$ cat config.mk
export PLATFORM = sky130hd
export DESIGN_NAME = glzw_ctrl
export DESIGN_NICKNAME = d
export VERILOG_FILES = /design/src/rtl/glzw_pkg.sv /design/src/rtl/glzw_ctrl.sv
export SDC_FILE = /design/constraint.sdc
export NUM_CORES = 1
export LEC_CHECK = 0
export ABC_CLOCK_PERIOD_IN_PS = 2000
export BUFFER_PORTS_ARGS = -buffer_cell sky130_fd_sc_hd__clkbuf_2
export CAP_MARGIN = 15
export CORE_AREA = 2 2 39 41
export DETAILED_ROUTE_END_ITERATION = 16
export DIE_AREA = 0 0 41 43
export PLACE_DENSITY = 0.53
export SLEW_MARGIN = 10
export SYNTH_ARGS = -nofsm -noshare
export SYNTH_HDL_FRONTEND = slang
export SYNTH_SLANG_ARGS = --single-unit
export TNS_END_PERCENT = 10
$ cat constraint.sdc
create_clock -name clk -period 2 [get_ports clk]
set_input_delay 0.6 -clock clk [delete_from_list [all_inputs] [get_ports clk]]
set_output_delay 0.6 -clock clk [all_outputs]
set_load 0.01 [all_outputs]
$ cat src/rtl/glzw_pkg.sv
`timescale 1ns / 1ps
`default_nettype none
package glzw_pkg;
    localparam int CODE_BITS = 12;
    localparam int DICT_DEPTH = 4096;
    localparam int BUF_BITS = 20;

    localparam logic [1:0] FUNC_PUSH = 2'd0;
    localparam logic [1:0] FUNC_PULL = 2'd1;
    localparam logic [1:0] FUNC_RESTART = 2'd2;

    localparam logic [2:0] ST_PIXEL = 3'd0;
    localparam logic [2:0] ST_NEED = 3'd1;
    localparam logic [2:0] ST_END = 3'd2;
    localparam logic [2:0] ST_TRUNC = 3'd3;
    localparam logic [2:0] ST_ACCEPT = 3'd4;
    localparam logic [2:0] ST_REJECT = 3'd5;

    localparam logic CFG_MIN_CODE = 1'b0;
    localparam logic CFG_LINE_WIDTH = 1'b1;

    localparam logic [1:0] PH_NORMAL = 2'd0;
    localparam logic [1:0] PH_FIRST = 2'd1;
    localparam logic [1:0] PH_ENDED = 2'd2;

    // controller -> datapath
    typedef struct packed {
        logic restart;
        logic push;        // perform push_byte
        logic pop_req;     // read stack top
        logic pop_done;    // deliver popped pixel
        logic extract;     // cut code and classify
        logic dec_start;   // begin decode of latched code
        logic walk_step;   // consume dict data
        logic dec_finish;  // final push and table update
        logic emit_status; // output with status_sel
        logic [2:0] status_sel;
    } glzw_cmd_t;

    // datapath -> controller
    typedef struct packed {
        logic [1:0] phase;
        logic stack_empty;
        logic enough_bits;
        logic code_is_end;
        logic code_is_clear;
        logic walk_more;
        logic data_ended;
    } glzw_sts_t;
endpackage
`default_nettype wire

$ cat src/rtl/glzw_ctrl.sv
`timescale 1ns / 1ps
`default_nettype none
module glzw_ctrl (
    input  wire logic                clk,
    input  wire logic                rst_n,
    input  wire logic                in_fire,
    input  wire logic [1:0]          func,
    input  wire logic                out_busy,
    output logic                     in_ready,
    output logic                     out_load,
    input  wire glzw_pkg::glzw_sts_t sts,
    output glzw_pkg::glzw_cmd_t      cmd
);
    localparam logic [3:0] S_IDLE = 4'd0;
    localparam logic [3:0] S_PULL = 4'd1;
    localparam logic [3:0] S_POP = 4'd2;
    localparam logic [3:0] S_CODE = 4'd3;
    localparam logic [3:0] S_WREQ = 4'd4;
    localparam logic [3:0] S_WSTEP = 4'd5;
    localparam logic [3:0] S_WCHK = 4'd6;
    localparam logic [3:0] S_DONE = 4'd7;

    logic [3:0] state_reg;
    logic [3:0] state_next;

    assign in_ready = (state_reg == S_IDLE) && !out_busy;

    always_comb
    begin
        cmd = '0;
        out_load = 1'b0;
        state_next = state_reg;
        case (state_reg)
            S_IDLE:
            begin
                if (in_fire)
                begin
                    if (func == glzw_pkg::FUNC_PUSH)
                    begin
                        cmd.push = 1'b1;
                        out_load = 1'b1;
                    end
                    else if (func == glzw_pkg::FUNC_PULL) state_next = S_PULL;
                    else if (func == glzw_pkg::FUNC_RESTART) cmd.restart = 1'b1;
                end
            end
            S_PULL:
            begin
                if (sts.phase == glzw_pkg::PH_ENDED)
                begin
                    cmd.emit_status = 1'b1;
                    cmd.status_sel = glzw_pkg::ST_END;
                    out_load = 1'b1;
                    state_next = S_DONE;
                end
                else if (!sts.stack_empty)
                begin
                    cmd.pop_req = 1'b1;
                    state_next = S_POP;
                end
                else if (!sts.enough_bits)
                begin
                    cmd.emit_status = 1'b1;
                    cmd.status_sel = sts.data_ended ? glzw_pkg::ST_TRUNC : glzw_pkg::ST_NEED;
                    out_load = 1'b1;
                    state_next = S_DONE;
                end
                else
                begin
                    cmd.extract = 1'b1;
                    state_next = S_CODE;
                end
            end
            S_POP:
            begin
                cmd.pop_done = 1'b1;
                out_load = 1'b1;
                state_next = S_DONE;
            end
            S_CODE:
            begin
                cmd.dec_start = 1'b1;
                if (sts.code_is_end || sts.code_is_clear ||
                    sts.phase == glzw_pkg::PH_FIRST) state_next = S_PULL;
                else state_next = S_WCHK;
            end
            S_WCHK:
            begin
                if (sts.walk_more) state_next = S_WREQ;
                else
                begin
                    cmd.dec_finish = 1'b1;
                    state_next = S_PULL;
                end
            end
            // dictionary read of the chain code is in flight
            S_WREQ: state_next = S_WSTEP;
            S_WSTEP:
            begin
                cmd.walk_step = 1'b1;
                state_next = S_WCHK;
            end
            S_DONE: state_next = S_IDLE;
            default: state_next = S_IDLE;
        endcase
    end

    always_ff @(posedge clk or negedge rst_n)
    begin
        if (!rst_n) state_reg <= S_IDLE;
        else state_reg <= state_next;
    end
endmodule
`default_nettype wire

==> impl_metrics.toml, run 1 <==
[die]
die_w_microns = 41
ios = 28
num_rows = 14
dieArea_sq_um = 1760
die_y_microns = 43
start_util_pct = 24.3
core_sq_um = 1380

[sta]
setup_violations = 2
final_max_slew_viol_count = 0
hold_violations = 0
fin_setup_tns_ps = -99.1
post-route-period-util_pct = 103
rsz0062_at_grt = "true"
min_period_ps = 2070
maxClockFrequency_mhz = 483
setup_slack_ps = -69.7
skew_ps = 4.84

[finish]
layout_common_cells = "clkbuf_2, nor2_1, buf_4"
areaGrowthSynthToFinish_pct = 78.1
final_common_cell = "clkbuf_2"
largest_reg_flops = 3
fillers = 146
final_nets = 104
drive_gt1_share_pct = 53.9
diodes = 0

[status]
status = "complete, but fails checks"
violations = "negative setup slack"

[power]
ir_worst_vdd_mv = 0.580
intPower_mw = 0.419
power_frac_clock_pct = 14.2
power_frac_comb_pct = 66.7
total_power_mw = 0.760
power_density_nw_per_um2 = 1270
seq_power_share_pct = 19.1
swShare_pct = 44.9
p_leak_nw = 0.319
p_sw_mw = 0.342

[detailed_routing]
drt_iter0_drc = 9
wl_microns = 1090
vias = 484
firstDrtPassIters = 4
drc = 0
ant_nets = 0
avgRoutedWirePerCell_microns = 10.4
via_per_inst = 4.61

[synthesis]
ys_ff_latch = 3
yosysWarningCount = 0
syn_area_sq_um = 337
ys_types = 23
avgSynthCellArea_sq_um = 6.47
synth_nets = 66
syn-instance-count = 52
yosysSeqAreaShare_pct = 22.3

[placed_design]
routabilityCongestion = 0.808
portBuffers = 26
pre_cts_slack_ps = -8.37
dpl.hpwl_microns = 767

[worst_setup_path]
timing.critical_path.buf_inv = 1
crit_path_top_delay_cell = "dfrtp_1"
critical_path_class = "flip-flop to output pin"
arrival_ps = 1470
max_stage_delay_ps = 410
cp-end-kind = "output pin"
rrSetupSlack_ps = 570
crit_family = "flip-flops"
rr_worst_depth = 5
cp.depth = 4
crit_chain = "or3_4 > a21oi_2 > a21boi_2 > buf_2"
start_kind = "flip-flop"
cp_max_fo = 3
crit_required_ps = 1400

[global_routing]
grt_pass1_vias = 374
grt_max_degree = 9
grt_pass1_wl_microns = 1500
grt_use_total_pct = 13.4
grt_overflow = 0
antenna_found_initial = 0

[clocking]
cts.clk_slew.worst_paths_ps = 40
cts_tree = "yes"
clk_path_buf_depth = 2
cts_buffers = 3
hold_buffers = 0
cts.sinks = 3
clk_latency_ps = 240
cts-root-buf = "clkbuf_4"
htreeDepth = 1

[flow_run]
max_cap_violations = 0

[worst_hold_path]
min_path_type = "input pin to async pin"
-- metrics by stage --
step	cell area [sq um]	std cells	utilization [%]	hold WS (ps)
2_1_floorplan	337	52	-	304
3_3_place_gp	507	96	36.6	396
3_5_place_dp	507	96	36.6	399
4_1_cts	571	104	41.2	144
5_1_grt	599	105	43.3	157
6_report	599	105	43.3	150
-- path summary, 6_finish.rpt --
check | startpoint | end
max | state_reg[2]$_DFFE_PN0P_ | cmd[1]
min | rst_n | state_reg[1]$_DFFE_PN0P_
max reg2reg | state_reg[0]$_DFFE_PN0P_ | state_reg[0]$_DFFE_PN0P_
min reg2reg | state_reg[1]$_DFFE_PN0P_ | state_reg[1]$_DFFE_PN0P_
max in group asynchronous | rst_n | state_reg[0]$_DFFE_PN0P_
min in group clk | in_fire | state_reg[0]$_DFFE_PN0P_
-- power groups by stage --
| stage | Combinational [mW] | Sequential [mW] | Clock, mW |
|---|---|---|---|
| 6_report | 0.508 | 0.145 | 0.108 |
| 5_1_grt | 0.551 | 0.149 | 0.113 |
| 4_1_cts | 0.460 | 0.137 | 0.113 |
| 3_5_place_dp | 0.391 | 0.143 | 0 |
| 3_3_place_gp | 0.391 | 0.143 | 0 |
| 2_1_floorplan | 0.269 | 0.113 | 0 |
-- area by class of cell --
cell class	instances	area, sq um	share of cell area (%)
timing repair buffer	36	211	35.3
inverter	6	22.5	3.76
tap	16	20.0	3.34
multi-input combinational	40	241	40.3
clock buffer	4	26.3	4.38
sequential	3	77.6	12.9
-- timing repair --
| action | CTS | global route |
|---|---|---|
| endpoints found under the setup margin | 4 | 7 |
| pin swaps | 1 | 1 |
| resized for setup | 3 | 7 |
| setup buffers | 4 | 1 |
| hold endpoints to repair | 0 | 0 |
-- cells by family (layout without fill, tap and decap cells) --
group | Yosys count | after routing | share of synthesized area (%)
flops | 3 | 3 | 22.3
compound gates | 12 | 12 | 23.4
other cells | 1 | 1 | 1.11
simple gates | 27 | 27 | 41.3
buf+inv | 9 | 46 | 11.9
-- per-layer routing --
layer / vias up / wire, microns / GRT usage, %
li1: 250 / - / -
met1: 206 / 468 / 14.9
met5: - / 0 / 0
met3: 0 / 110 / 3.14
met2: 28 / 511 / 19.7
met4: 0 / 0 / 12.0
-- cells in the mapped netlist, drive strengths merged --
master / count / share of area (%)
or2b: 1 / 2.2
o22ai: 1 / 1.9
dfrtp: 3 / 22
nor2: 10 / 11
a222oi: 1 / 3.0
nor4: 1 / 1.9
conb: 1 / 1.1
nor2b: 1 / 1.9
nor3: 3 / 4.5
nand3: 3 / 4.5
nand2b: 4 / 7.4
a21oi: 5 / 8.6
inv: 6 / 6.7
nand3b: 1 / 2.2
buf: 3 / 5.2
o21ai: 3 / 4.5
or3: 1 / 3.3
a211oi: 1 / 2.2
a21boi: 1 / 3.3
nand2: 2 / 2.2
(Power assumes the default switching activity.)
==> run 2, diff against run 1 <==
- ABC_CLOCK_PERIOD_IN_PS: 2000 -> 2260
- clock period: 2 -> 2.26 ns (I/O delays scaled with it)
==> run 2 against run 1 <==
The flow now finishes without violations. Clock skew shrank 1.1 ps. Wire length shrank 13%. Utilization down 4.1 points. Count of clock-buffer cells in the layout unchanged. Non-clock buffer count decreased by 5. Power decreased by 20%. Combinational power decreased by 30%. Die area is the same. Largest cell class unchanged. Largest power group unchanged. Highest routed layer unchanged.
==> impl_metrics.toml, run 2 (synthesized netlist as in run 1, its figures left out) <==
[worst_setup_path]
crit_top_cell = "clkbuf_2"
critPathLaunch = "sts[6]"
crit_chain = "clkbuf_2 > nand2b_1 > a21oi_2 > a21oi_1 > o22ai_1 > clkbuf_2"
cp-end-kind = "output pin"
crit_path_top_delay_cell = "nand2b_1"
rr_startpoint = "state_reg[0]$_DFFE_PN0P_"
crit_required_ps = 1580
cp_max_fo = 5
critical_path_class = "input pin to output pin"
start_kind = "input pin"
max_stage_delay_ps = 230
rr_worst_depth = 4
r2r_end = "state_reg[0]$_DFFE_PN0P_"
rrSetupSlack_ps = 1000
arrival_ps = 1520

[global_routing]
grt_pass1_wl_microns = 1390
grt_use_total_pct = 11.7
grt_max_degree = 12
grt_overflow = 0
antenna_found_initial = 0
grt_pass1_vias = 344

[finish]
drive_gt1_share_pct = 50.0
layout_common_cells = "clkbuf_2, nor2_1, inv_1, buf_4, nand2b_1"
largest_reg_flops = 3
diodes = 0
final_nets = 99
areaGrowthSynthToFinish_pct = 61.3
final_common_cell = "clkbuf_2"

[detailed_routing]
drc = 0
avgRoutedWirePerCell_microns = 9.54
wl_microns = 954
via_per_inst = 4.35
vias = 435
firstDrtPassIters = 4
ant_nets = 0
drt_iter0_drc = 10

[power]
ir_worst_vdd_mv = 0.632
power_frac_comb_pct = 58.7
power_density_nw_per_um2 = 1120
p_leak_nw = 0.288
power_frac_clock_pct = 16.5
seq_power_share_pct = 24.8
intPower_mw = 0.333
swShare_pct = 45.3
p_sw_mw = 0.276

[sta]
post-route-period-util_pct = 97.3
hold_violations = 0
setup_violations = 0
maxClockFrequency_mhz = 455
min_period_ps = 2200
rsz0062_at_grt = "true"
final_max_slew_viol_count = 0
fin_setup_tns_ps = 0
skew_ps = 3.79
fin_hold_ws_ps = 222

[placed_design]
dpl.hpwl_microns = 704
portBuffers = 26
routabilityCongestion = 0.752

[flow_run]
max_cap_violations = 0

[die]
dieArea_sq_um = 1760
core_sq_um = 1380
die_y_microns = 43
start_util_pct = 24.3
num_rows = 14
ios = 28
die_w_microns = 41

[clocking]
cts_buffers = 3
cts_tree = "yes"
htreeDepth = 1
clk_latency_ps = 240
cts-root-buf = "clkbuf_4"
cts.clk_slew.worst_paths_ps = 40
cts.sinks = 3
clk_path_buf_depth = 2

[worst_hold_path]
min_path_type = "input pin to async pin"

[status]
status = "completed"
run 2: cell types whose count changed in the layout (fill, tap and decap cells not counted), sizes merged:
cell / change
buf: -7
clkbuf: +2
run 2: cell type report:
cell class / count / area (sq um)
Tap cell: 16 / 20.0
Inverter: 6 / 25.0
Clock buffer: 4 / 26.3
Fill cell: 153 / 841
Timing Repair Buffer: 31 / 168
Sequential cell: 3 / 78.8
Multi-Input combinational cell: 40 / 225
run 2: how the worst max path moves through the flow:
stage | end | slack [ps] | depth (start not counted)
after global placement | out_load | 40 | 6
after floorplan | out_load | 260 | 4
after CTS | cmd[1] | 10 | 4
after detailed placement | out_load | 30 | 6
after global routing | cmd[1] | -20 | 4
final | out_load | 60 | 6
run 2: timing repair:
action                                  4_1_cts  5_1_grt
endpoints found under the setup margin        1        2
gates cloned                                  0        0
buffers inserted                              0        5
pin swaps                                     0        0
hold endpoints to repair                      0        0
resized for setup                             2        4
hold buffers                                  0        0
run 2: metal layers:
| layer | vias up | wire length (microns) | GRT usage (%) |
|---|---|---|---|
| met1 | 166 | 494 | 17.2 |
| li1 | 242 | - | - |
| met2 | 27 | 352 | 15.0 |
| met5 | - | 0 | 0 |
| met3 | 0 | 106 | 6.28 |
| met4 | 0 | 0 | 2.00 |
run 2: power by group through the flow:
stage	sequential, mW	combinational, mW	clock (mW)
after CTS	0.155	0.282	0.100
after global routing	0.157	0.397	0.110
after detailed placement	0.152	0.281	0
final	0.151	0.357	0.101
after floorplan	0.100	0.238	0
after global placement	0.152	0.279	0
run 2: worst max-delay path, delay by kind of cell:
family | cells | cell delay, ps
AOI/OAI and AO/OA | 3 | 370
buffers and inverters | 2 | 250
and+or+nand+nor | 1 | 230
run 2: metrics by stage:
stage	utilization [%]	total power [mW]	std cells	setup WS, ps	area [sq um]
6_report	39.2	0.609	100	61.6	543
5_1_grt	39.2	0.663	100	-19.7	543
4_1_cts	36.0	0.538	95	10.8	498
3_5_place_dp	33.9	0.433	91	32.3	469
3_3_place_gp	33.9	0.431	91	43.8	469
2_1_floorplan	-	0.338	52	255	337
==> run 3, diff against run 2 <==
- ABC_AREA: unset -> 1
- PLACE_DENSITY: 0.53 -> 0.51
==> run 3 against run 2 <==
Highest routed layer is now met4. Combinational power down 19%. Power shrank 17%. Register-to-register slack better by 210 ps. Flip-flop and latch count stayed put. Global-route usage increased by 0.38 points. Worst hold slack improved by 4.9 ps. Maximum frequency grew 6.3%. First-iteration DRC count down 70%. Via count is 4.4% higher. Clock power shrank 4%. Non-clock buffer count is 5 lower.
==> impl_metrics.toml, run 3 <==
[finish]
fillers = 169
final_common_cell = "clkbuf_2"
areaGrowthSynthToFinish_pct = 53.6
largest_reg_flops = 3
diodes = 0
post-route-util_pct = 35.0
drive_gt1_share_pct = 35.6
final_nets = 102
layout_common_cells = "clkbuf_2, nand2_1, nor2_1"

[worst_hold_path]
min_path_type = "input pin to async pin"

[sta]
setup_violations = 0
rsz0062_at_grt = "false"
final_max_slew_viol_count = 0
fin_setup_tns_ps = 0
hold_violations = 0
min_period_ps = 2070
maxClockFrequency_mhz = 483
skew_ps = 4.05
post-route-period-util_pct = 91.5

[synthesis]
synth_ff_type = "dfrtp_1"
synth_largest_area_cell = "dfrtp_1"
synth.area.top_cells = "dfrtp_1, nand2_1, nor2_1"
syn_area_sq_um = 315
synth_common_cells = "nand2_1, nor2_1, inv_1"
synthArstFlopShare_pct = 100
yosysWarningCount = 0
synth_nets = 72
avgSynthCellArea_sq_um = 5.44
synth.top_cell.area_share_pct = 23.8
yosysSeqAreaShare_pct = 23.8
synth_top_family_by_area = "simple AND/OR/NAND/NOR gates"
synth-edff-count = 0
yosysMostFrequentCell = "nand2_1"
syn-instance-count = 58
synthSimpleGateAreaFrac_pct = 53.6
ys_ff_latch = 3
synthMuxAreaShare_pct = 0
ys_types = 16
synth_adder_area_share_pct = 0
synthXorXnorAreaFrac_pct = 0
synth_compound_area_share_pct = 10.7

[detailed_routing]
ant_nets = 0
wl_microns = 872
vias = 454
drt_iter0_drc = 3
firstDrtPassIters = 3
via_per_inst = 4.41
avgRoutedWirePerCell_microns = 8.47
drc = 0

[clocking]
clk_latency_ps = 240
cts-root-buf = "clkbuf_4"
cts_resized = 0
cts.clk_slew.worst_paths_ps = 40
cts_tree = "yes"
cts.sinks = 3
clk_path_buf_depth = 2
cts_setup_buffers = 0
htreeDepth = 1
hold_buffers = 0
cts_buffers = 3

[worst_setup_path]
crit_path_top_delay_cell = "dfrtp_1"
critical_path_class = "flip-flop to output pin"
crit_required_ps = 1580
max_stage_delay_ps = 430
rr_startpoint = "state_reg[0]$_DFFE_PN0P_"
r2r_end = "state_reg[2]$_DFFE_PN0P_"
rr_worst_depth = 4
arrival_ps = 1390
cp_max_fo = 6
start_kind = "flip-flop"
rrSetupSlack_ps = 1210
cp-end-kind = "output pin"
crit_chain = "nor2_1 > nand2_1 > or2_1 > o21ai_1 > clkbuf_2"

[placed_design]
routabilityCongestion = 0.764
dpl.hpwl_microns = 740
portBuffers = 26

[global_routing]
antenna_found_initial = 0
grt_use_total_pct = 12.1
grt_max_degree = 8
grt_pass1_vias = 386
grt_overflow = 0
grt_pass1_wl_microns = 1370

[die]
ios = 28
die_w_microns = 41
core_sq_um = 1380
die_y_microns = 43
num_rows = 14
start_util_pct = 22.8
dieArea_sq_um = 1760

[flow_run]
max_cap_violations = 0

[power]
p_leak_nw = 0.296
power_density_nw_per_um2 = 1050
ir_worst_vdd_mv = 0.545

[status]
status = "completed"
## run 3: how the worst max path moves through the flow
stage                              from       end  slack, ps
5_1_grt        state_reg[1]$_DFFE_PN0P_    cmd[0]         60
3_3_place_gp                     sts[6]  out_load        230
2_1_floorplan                    sts[1]    cmd[4]        350
4_1_cts        state_reg[2]$_DFFE_PN0P_  out_load        170
3_5_place_dp                     sts[6]  out_load        220
6_report       state_reg[2]$_DFFE_PN0P_  out_load        190
## run 3: routing by layer
metal / vias to the layer above / part of all wire [%] / global-route usage [%]
met5: - / 0 / 0
met4: 0 / 3.6 / 14.0
li1: 239 / - / -
met2: 19 / 46 / 16.6
met3: 4 / 7.9 / 1.57
met1: 192 / 43 / 13.9
## run 3: per-stage QoR
stage | area (sq um) | power, mW | setup WS (ps) | instances | hold slack (ps)
after floorplan | 315 | 0.308 | 348 | 58 | 382
after global placement | 458 | 0.416 | 230 | 99 | 478
final | 484 | 0.507 | 191 | 103 | 227
after CTS | 484 | 0.518 | 175 | 103 | 218
after detailed placement | 458 | 0.413 | 217 | 99 | 477
after global routing | 484 | 0.556 | 59.7 | 103 | 220
## run 3: where the power goes
group	leakage (nW)	internal [mW]	switching [mW]
Combinational	0.245	0.114	0.175
Sequential	0.0360	0.0830	0.0382
Clock	0.0150	0.0663	0.0303
Total	0.296	0.264	0.244
## run 3: worst max-delay path, delay by kind of cell (launching register included)
| kind | cells | cell delay [ps] |
|---|---|---|
| flip-flops | 1 | 430 |
| AO/OA/AOI/OAI | 1 | 120 |
| buffers and inverters | 1 | 140 |
| AND/OR/NAND/NOR | 3 | 450 |
## run 3: area by class of cell
| class | count | area (sq um) | area share (%) |
|---|---|---|---|
| flip-flops and latches | 3 | 75.1 | 15.5 |
| repair buffers | 26 | 130 | 26.9 |
| multi-input cells | 47 | 206 | 42.6 |
| well taps | 16 | 20.0 | 4.13 |
| clock buffers | 4 | 26.3 | 5.43 |
| inverters | 7 | 26.3 | 5.43 |
## run 3: logic make-up after synthesis
logic type | Yosys count
other | 1
flip-flops | 3
buffers and inverters | 8
AND/OR/NAND/NOR | 40
AO/OA/AOI/OAI | 6
